[config.mk]
export PLATFORM = sky130hd
export DESIGN_NAME = wheel_direction_stall_monitor
export DESIGN_NICKNAME = d
export VERILOG_FILES = /design/src/hw/rtl/wdsm_pkg.sv /design/src/hw/rtl/wdsm_cfg.sv /design/src/hw/rtl/wheel_direction_stall_monitor.sv
export SDC_FILE = /design/constraint.sdc
export NUM_CORES = 1
export LEC_CHECK = 0
export BUFFER_PORTS_ARGS = -buffer_cell sky130_fd_sc_hd__buf_2
export CORE_AREA = 2 2 262 264
export DETAILED_ROUTE_END_ITERATION = 10
export DIE_AREA = 0 0 264 266
export PLACE_DENSITY = 0.62
export SETUP_SLACK_MARGIN = 0.02
export SLEW_MARGIN = 25
export SYNTH_ARGS = -nofsm -noshare
export SYNTH_HDL_FRONTEND = slang
export SYNTH_SLANG_ARGS = --single-unit
[constraint.sdc]
create_clock -name clk -period 9.5 [get_ports clk]
set_input_delay 1.425 -clock clk [delete_from_list [all_inputs] [get_ports clk]]
set_output_delay 1.425 -clock clk [all_outputs]
set_load 0.1 [all_outputs]
[src/hw/rtl/wdsm_pkg.sv]
`timescale 1ns / 1ps

package wdsm_pkg;

	localparam int unsigned WHEEL_COUNT = 2;
	localparam int unsigned WIDX_W = (WHEEL_COUNT > 1) ? $clog2(WHEEL_COUNT) : 1;
	localparam int unsigned CFG_IDX_W = 3;

	typedef enum logic [CFG_IDX_W-1:0] {
		REG_DIRECTION_TARGET_MIN  = 3'd0,
		REG_OPPOSITE_SPEED_MIN    = 3'd1,
		REG_DIRECTION_DEBOUNCE_MS = 3'd2,
		REG_STALL_ARM_DELAY_MS    = 3'd3,
		REG_STALL_TARGET_MIN      = 3'd4,
		REG_STALL_PWM_MIN         = 3'd5,
		REG_STALL_SPEED_MAX       = 3'd6,
		REG_STALL_DEBOUNCE_MS     = 3'd7
	} cfg_reg_e;

	typedef enum logic [1:0] {
		FAULT_NONE    = 2'd0,
		FAULT_ENCODER = 2'd1,
		FAULT_STALL   = 2'd2
	} fault_kind_e;

	typedef struct packed {
		logic [15:0] direction_target_min;
		logic [15:0] opposite_speed_min;
		logic [31:0] direction_debounce_ms;
		logic [31:0] stall_arm_delay_ms;
		logic [15:0] stall_target_min;
		logic [15:0] stall_pwm_min;
		logic [15:0] stall_speed_max;
		logic [31:0] stall_debounce_ms;
	} cfg_t;

	typedef struct packed {
		logic [1:0]         wheel_number;
		logic signed [15:0] target_speed;
		logic signed [15:0] measured_speed;
		logic signed [15:0] drive_pwm;
		logic [31:0]        time_ms;
	} obs_t;

	typedef struct packed {
		logic [1:0] fault_kind;
		logic       fault_wheel;
	} fault_t;

	function automatic logic [16:0] abs16(input logic signed [15:0] v);
		logic signed [16:0] e;
		e = {v[15], v};
		return v[15] ? 17'(-e) : 17'(e);
	endfunction

	function automatic logic waited(input logic [31:0] now, input logic [31:0] then_ms,
			input logic [31:0] span);
		logic [31:0] d;
		d = now - then_ms;
		return d >= span;
	endfunction

endpackage

[src/hw/rtl/wdsm_cfg.sv]
`timescale 1ns / 1ps

module wdsm_cfg (
	input  logic                               clk,
	input  logic                               arst_n,
	input  logic                               cfg_valid,
	output logic                               cfg_ready,
	input  logic [wdsm_pkg::CFG_IDX_W-1:0]     cfg_index,
	input  logic [31:0]                        cfg_data,
	output wdsm_pkg::cfg_t                     cfg
);

	wdsm_pkg::cfg_t cfg_q;

	assign cfg_ready = 1'b1;
	assign cfg = cfg_q;

	always_ff @(posedge clk or negedge arst_n) begin
		if (!arst_n) begin
			cfg_q.direction_target_min  <= 16'd50;
			cfg_q.opposite_speed_min    <= 16'd50;
			cfg_q.direction_debounce_ms <= 32'd200;
			cfg_q.stall_arm_delay_ms    <= 32'd500;
			cfg_q.stall_target_min      <= 16'd100;
			cfg_q.stall_pwm_min         <= 16'd300;
			cfg_q.stall_speed_max       <= 16'd20;
			cfg_q.stall_debounce_ms     <= 32'd500;
		end else if (cfg_valid && cfg_ready) begin
			case (wdsm_pkg::cfg_reg_e'(cfg_index))
				wdsm_pkg::REG_DIRECTION_TARGET_MIN: begin
					cfg_q.direction_target_min <= cfg_data[15:0];
				end
				wdsm_pkg::REG_OPPOSITE_SPEED_MIN: begin
					cfg_q.opposite_speed_min <= cfg_data[15:0];
				end
				wdsm_pkg::REG_DIRECTION_DEBOUNCE_MS: begin
					cfg_q.direction_debounce_ms <= cfg_data;
				end
				wdsm_pkg::REG_STALL_ARM_DELAY_MS: begin
					cfg_q.stall_arm_delay_ms <= cfg_data;
				end
				wdsm_pkg::REG_STALL_TARGET_MIN: begin
					cfg_q.stall_target_min <= cfg_data[15:0];
				end
				wdsm_pkg::REG_STALL_PWM_MIN: begin
					cfg_q.stall_pwm_min <= cfg_data[15:0];
				end
				wdsm_pkg::REG_STALL_SPEED_MAX: begin
					cfg_q.stall_speed_max <= cfg_data[15:0];
				end
				wdsm_pkg::REG_STALL_DEBOUNCE_MS: begin
					cfg_q.stall_debounce_ms <= cfg_data;
				end
				default: begin
				end
			endcase
		end
	end

endmodule

[src/hw/rtl/wheel_direction_stall_monitor.sv]
`timescale 1ns / 1ps
// channel   signals                           payload
// obs       obs_valid / obs_stall / obs       wheel, target, measured, pwm, time
// fault     fault_valid / fault_stall / fault fault_kind, fault_wheel
// cfg       cfg_valid / cfg_ready             cfg_index, cfg_data
//
// One observation per cycle while obs_stall is low; a result passes through the input
// register, then the per-wheel state update and result register.
// Reset restores register defaults and clears all per-wheel tracking flags.
// A stalled result holds the input register; obs_stall rises only when both are full.

module wheel_direction_stall_monitor (
	input  logic                           clk,
	input  logic                           arst_n,
	input  logic                           obs_valid,
	output logic                           obs_stall,
	input  wdsm_pkg::obs_t                 obs,
	output logic                           fault_valid,
	input  logic                           fault_stall,
	output wdsm_pkg::fault_t               fault,
	input  logic                           cfg_valid,
	output logic                           cfg_ready,
	input  logic [wdsm_pkg::CFG_IDX_W-1:0] cfg_index,
	input  logic [31:0]                    cfg_data
);

	localparam int unsigned WN = wdsm_pkg::WHEEL_COUNT;
	localparam int unsigned WW = wdsm_pkg::WIDX_W;

	wdsm_pkg::cfg_t   cfg;
	wdsm_pkg::obs_t   obs_s1;
	logic             obs_valid_s1;
	wdsm_pkg::fault_t fault_q;
	logic             fault_valid_q;
	logic             advance;

	logic        observing_q         [WN];
	logic        target_negative_q   [WN];
	logic        reversal_tracking_q [WN];
	logic        stall_tracking_q    [WN];
	logic [31:0] drive_start_q       [WN];
	logic [31:0] reversal_start_q    [WN];
	logic [31:0] stall_start_q       [WN];

	logic              wheel_ok;
	logic [WW-1:0]     widx;
	logic [16:0]       t_abs, m_abs, p_abs;
	logic              idle, neg, restart, rt, st, reversed, enc_fault, stall_cond;
	logic              stall_fault;
	logic [31:0]       ds_eff;
	logic signed [17:0] meas18, opp18;

	wdsm_cfg u_cfg (
		.clk       (clk),
		.arst_n    (arst_n),
		.cfg_valid (cfg_valid),
		.cfg_ready (cfg_ready),
		.cfg_index (cfg_index),
		.cfg_data  (cfg_data),
		.cfg       (cfg)
	);

	assign advance   = obs_valid_s1 && (!fault_valid_q || !fault_stall);
	assign obs_stall = obs_valid_s1 && !advance;

	always_ff @(posedge clk or negedge arst_n) begin
		if (!arst_n) begin
			obs_valid_s1 <= 1'b0;
		end else if (!obs_stall) begin
			obs_valid_s1 <= obs_valid;
		end
	end

	always_ff @(posedge clk) begin
		if (!obs_stall && obs_valid) begin
			obs_s1 <= obs;
		end
	end

	always_comb begin
		wheel_ok = (obs_s1.wheel_number != 2'd0) && (32'(obs_s1.wheel_number) <= WN);
		widx     = WW'(32'(obs_s1.wheel_number) - 32'd1);
		t_abs    = wdsm_pkg::abs16(obs_s1.target_speed);
		m_abs    = wdsm_pkg::abs16(obs_s1.measured_speed);
		p_abs    = wdsm_pkg::abs16(obs_s1.drive_pwm);
		idle     = t_abs < {1'b0, cfg.direction_target_min};
		neg      = obs_s1.target_speed[15] || (obs_s1.target_speed == 16'sd0);
		restart  = !observing_q[widx] || (target_negative_q[widx] != neg);
		rt       = !restart && reversal_tracking_q[widx];
		st       = !restart && stall_tracking_q[widx];
		ds_eff   = restart ? obs_s1.time_ms : drive_start_q[widx];
		meas18   = {{2{obs_s1.measured_speed[15]}}, obs_s1.measured_speed};
		opp18    = {2'b00, cfg.opposite_speed_min};
		reversed = neg ? (meas18 >= opp18) : (meas18 <= -opp18);
		enc_fault = reversed && rt &&
			wdsm_pkg::waited(obs_s1.time_ms, reversal_start_q[widx],
				cfg.direction_debounce_ms);
		stall_cond = wdsm_pkg::waited(obs_s1.time_ms, ds_eff, cfg.stall_arm_delay_ms) &&
			(t_abs >= {1'b0, cfg.stall_target_min}) &&
			(p_abs >= {1'b0, cfg.stall_pwm_min}) &&
			(m_abs <= {1'b0, cfg.stall_speed_max});
		stall_fault = !enc_fault && stall_cond && st &&
			wdsm_pkg::waited(obs_s1.time_ms, stall_start_q[widx], cfg.stall_debounce_ms);
	end

	always_ff @(posedge clk or negedge arst_n) begin
		if (!arst_n) begin
			for (int i = 0; i < WN; i++) begin
				observing_q[i]         <= 1'b0;
				target_negative_q[i]   <= 1'b0;
				reversal_tracking_q[i] <= 1'b0;
				stall_tracking_q[i]    <= 1'b0;
			end
		end else if (advance && wheel_ok) begin
			if (idle) begin
				observing_q[widx]         <= 1'b0;
				reversal_tracking_q[widx] <= 1'b0;
				stall_tracking_q[widx]    <= 1'b0;
			end else begin
				observing_q[widx]         <= 1'b1;
				target_negative_q[widx]   <= neg;
				reversal_tracking_q[widx] <= reversed;
				stall_tracking_q[widx]    <= enc_fault ? st : stall_cond;
			end
		end
	end

	always_ff @(posedge clk) begin
		if (advance && wheel_ok && !idle) begin
			if (restart) begin
				drive_start_q[widx] <= obs_s1.time_ms;
			end
			if (reversed && !rt) begin
				reversal_start_q[widx] <= obs_s1.time_ms;
			end
			if (!enc_fault && stall_cond && !st) begin
				stall_start_q[widx] <= obs_s1.time_ms;
			end
		end
	end

	always_ff @(posedge clk or negedge arst_n) begin
		if (!arst_n) begin
			fault_valid_q <= 1'b0;
		end else if (advance) begin
			fault_valid_q <= 1'b1;
		end else if (!fault_stall) begin
			fault_valid_q <= 1'b0;
		end
	end

	always_ff @(posedge clk) begin
		if (advance) begin
			if (wheel_ok && !idle && enc_fault) begin
				fault_q.fault_kind  <= wdsm_pkg::FAULT_ENCODER;
				fault_q.fault_wheel <= widx[0];
			end else if (wheel_ok && !idle && stall_fault) begin
				fault_q.fault_kind  <= wdsm_pkg::FAULT_STALL;
				fault_q.fault_wheel <= widx[0];
			end else begin
				fault_q.fault_kind  <= wdsm_pkg::FAULT_NONE;
				fault_q.fault_wheel <= 1'b0;
			end
		end
	end

	assign fault_valid = fault_valid_q;
	assign fault       = fault_q;

`ifndef NO_ASSERTIONS
	a_none_wheel0: assert property (@(posedge clk) disable iff (!arst_n)
		(fault_valid && fault.fault_kind == wdsm_pkg::FAULT_NONE) |-> !fault.fault_wheel)
		else $error("fault_wheel set with no fault");

	a_ignored_wheel: assert property (@(posedge clk) disable iff (!arst_n)
		(advance && !wheel_ok) |=> fault.fault_kind == wdsm_pkg::FAULT_NONE)
		else $error("fault raised for ignored wheel");

	a_stall_full: assert property (@(posedge clk) disable iff (!arst_n)
		obs_stall |-> (fault_valid_q && fault_stall && obs_valid_s1))
		else $error("input stalled with room downstream");

	a_enc_tracks: assert property (@(posedge clk) disable iff (!arst_n)
		(advance && wheel_ok && !idle && enc_fault) |=> reversal_tracking_q[$past(widx)])
		else $error("encoder fault without reversal tracking");
`endif

endmodule

==> metrics.txt <==
worst min path class flop to flop; I/O pin count between 100 and 150; Synth Cell Area ~0.027 mm²; routed vias 18500; clk_lat worst skew ~0.61 ns; startpoint class of the critical path flop; CP max stage cell and3_2; Routed Antenna Nets 0; number of global-route vias before repair around 18000; power after layout slightly above 6 mW; async set-reset flop share out of synthesis 0.402; Tcrit/Tclk final 0.889; Slowest Stage Delay on Critical Path ~0.75 ns; Distinct cells, synth slightly below 70; vias per std cell 5.32; Power Dens Cells roughly 210 mW/mm²; Num CTS Buffers 52; Fin. Hold Viols 0; Yosys top cell by area edfxtp_1; pre-CTS setup slack 1.11 ns; final worst setup slack about 1.1 ns; first-pass GRT wire length about 100000 µm; Placer Congestion a little under 0.9; final hold slack about 0.48 ns; setup slack, reg-to-reg approximately 1.1 ns; Clock Skew ~0.023 ns; Core Area 0.0677 mm²; FF+latch count, synth ~460; row cnt 96; maxcap violations 0; Post-Synth Adder-Cell Area 0.138; Die ar. ~0.070 mm²; IO Port Bufs about 130; postcts setup bufs 0; Tmin final 8.45 ns; warnings from Yosys 0; initial antenna violation count 4; register area share after synthesis 0.486; nets 2959; Avg WL per Cell around 19 µm; ys flop type edfxtp_1; DIE WIDTH 264 µm; WP data required just under 10 ns; post-synthesis simple-gate area fraction 0.0877; fin. max-slew vios 0; Worst Path Max Fanout 38; top cell type's share of synthesized area 0.311; status finished clean; Worst-path clk slew 0.06 ns; syn avg cell area around 11 µm²; leakage about 13 nW; maximum vdd ir drop ~0.14 mV; CTS Hold Bufs 0; register area between 0.01 and 0.015 mm²; Setup CP Type flop to flop; area of the multi-input gates around 0.013 mm²; die height around 270 µm; share of cells above drive strength 1 0.145; RSZ-0062 raised after global routing false; EDFF count, synth 277; Routed WL between 60000 and 70000 µm; setup TNS 0 ns; f_max approximately 120 MHz; Syn Inst Count roughly 2400; GR Util All Layers 0.188; Synth Area in Compound Gates 0.128; # clock sinks approximately 460; worst slew pin tran a little under 1 ns; Final Setup Violations 0; syn_nets between 2000 and 3000; slew margin rel. 0.356; largest net degree at the start of global routing 69; fill count between 6000 and 7000; DRC 0; area growth from synthesis to layout 12.8%; drt first pass iters 5; clk root buf clkbuf_16; DP HPWL ~48000 µm; Starting Density 0.395; largest family of logic cells by synthesized area adder cells; Post-Synth XOR/XNOR Area 0.0422; grt ovf 0; multiplexer area fraction after synthesis 0.0797; CTS resizes 0; top cells by area, synth edfxtp_1 31%, dfrtp_1 15%, ha_1 14%; Max Root-Sink Buffers 3; Crit. End Element flop; Max H-tree Level 2; CTS tree built; Data arrival, critical path 8.66 ns; Iter 0 DRT Violations between 1000 and 1500
## logic make-up after synthesis
| logic type | count (synthesis) |
|---|---|
| flops | 463 |
| simple gates | 493 |
| buf+inv | 268 |
| mux | 200 |
| xor+xnor | 129 |
| compound gates | 548 |
| other cells | 1 |
| fa+ha+maj | 293 |
## final timing paths
path | to | startpoint | depth (start not counted)
max in group asynchronous | u_cfg.cfg[108] | arst_n | 2
worst max-delay path | stall_start_q[0][4] | obs_s1[72] | 31
worst max register to register | stall_start_q[0][4] | obs_s1[72] | 31
worst min-delay path | stall_tracking_q[1] | stall_tracking_q[1] | 2
min in group asynchronous | u_cfg.cfg[64] | arst_n | 1
worst min register to register | stall_tracking_q[1] | stall_tracking_q[1] | 2
## sequential cells by signal (all words and copies together) (netlist names), named ones only
| name | flops |
|---|---|
| u_cfg.cfg | 176 |
| obs_s1 | 66 |
| drive_start_q | 64 |
| reversal_start_q | 64 |
| stall_start_q | 64 |
| meas18 | 16 |
| fault | 3 |
| reversal_tracking_q | 2 |
| stall_tracking_q | 2 |
| target_negative_q | 2 |
| fault_valid | 1 |
| obs_valid_s1 | 1 |
## worst max-delay path: cells and delay by family (launching register included)
family	cells	cell delay, ns
and+or+nand+nor	9	2.74
buffers and inverters	2	0.58
adders and majority gates	3	0.96
AOI/OAI and AO/OA	16	3.13
DFF	1	0.41
xor gates and xnor gates	1	0.17
## power by group
group / switching [mW] / internal [mW]
sequential: 0.132 / 2.37
combinational: 0.971 / 0.768
clock: 0.828 / 1.17
total: 1.93 / 4.31
## per-stage QoR
stage	cells	area [µm²]	util
6_report	3470	30200	0.445
5_1_grt	3470	30200	0.445
4_1_cts	3469	30200	0.445
3_5_place_dp	3372	28500	0.421
3_3_place_gp	3372	28500	0.421
2_1_floorplan	2395	26700	-
## placed cells by master, fill, tap and decap left out, types with 102 or more instances in the layout
cell / n
o21ai_0: 155
mux2_2: 103
nor2_1: 138
inv_1: 218
a21oi_1: 161
dfrtp_1: 156
nand2_1: 154
xnor2_1: 102
ha_1: 290
buf_2: 125
edfxtp_1: 277
## Yosys cell counts (all sizes together), types with 4 or more instances
| library cell | instances |
|---|---|
| a211o | 4 |
| nand4b | 4 |
| edfxtp | 277 |
| or4 | 5 |
| nor4 | 11 |
| mux2i | 97 |
| o21bai | 14 |
| or3 | 10 |
| a21o | 93 |
| nand4 | 33 |
| mux2 | 103 |
| o41ai | 8 |
| o31ai | 18 |
| nor2 | 138 |
| nor3 | 21 |
| xor2 | 27 |
| ha | 290 |
| a31oi | 7 |
| o21ai | 157 |
| a21oi | 161 |
| a2111oi | 6 |
| and3 | 12 |
| a211oi | 11 |
| nand2b | 23 |
| dfrtp | 156 |
| nor2b | 18 |
| clkbuf | 38 |
| a41oi | 5 |
| nand2 | 154 |
| nand3 | 36 |
| buf | 12 |
| dfstp | 30 |
| inv | 218 |
| and2 | 8 |
| o211ai | 10 |
| xnor2 | 102 |
| and4 | 7 |
| o21a | 22 |
| nor3b | 4 |
| a21boi | 9 |
## area by class of cell
class                   instances  share of cell area
clock inverters                19             0.00634
multi-input cells            1664               0.423
well taps                     882              0.0366
inverters                     218              0.0271
repair buffers                145              0.0263
diodes                          1           0.0000829
flip-flops and latches        463               0.431
clock buffers                  78              0.0494
## metal layers
| metal | share of wire | track usage | vias to the layer above | routed length, µm |
|---|---|---|---|---|
| met5 | 0 | 0 | - | 0 |
| met4 | 0.033 | 0.0646 | 0 | 2150 |
| met3 | 0.042 | 0.0262 | 115 | 2790 |
| met2 | 0.47 | 0.315 | 377 | 31200 |
| met1 | 0.45 | 0.249 | 8969 | 29800 |
| li1 | - | - | 9011 | - |
No activity file was read; power rests on OpenSTA's default activity.
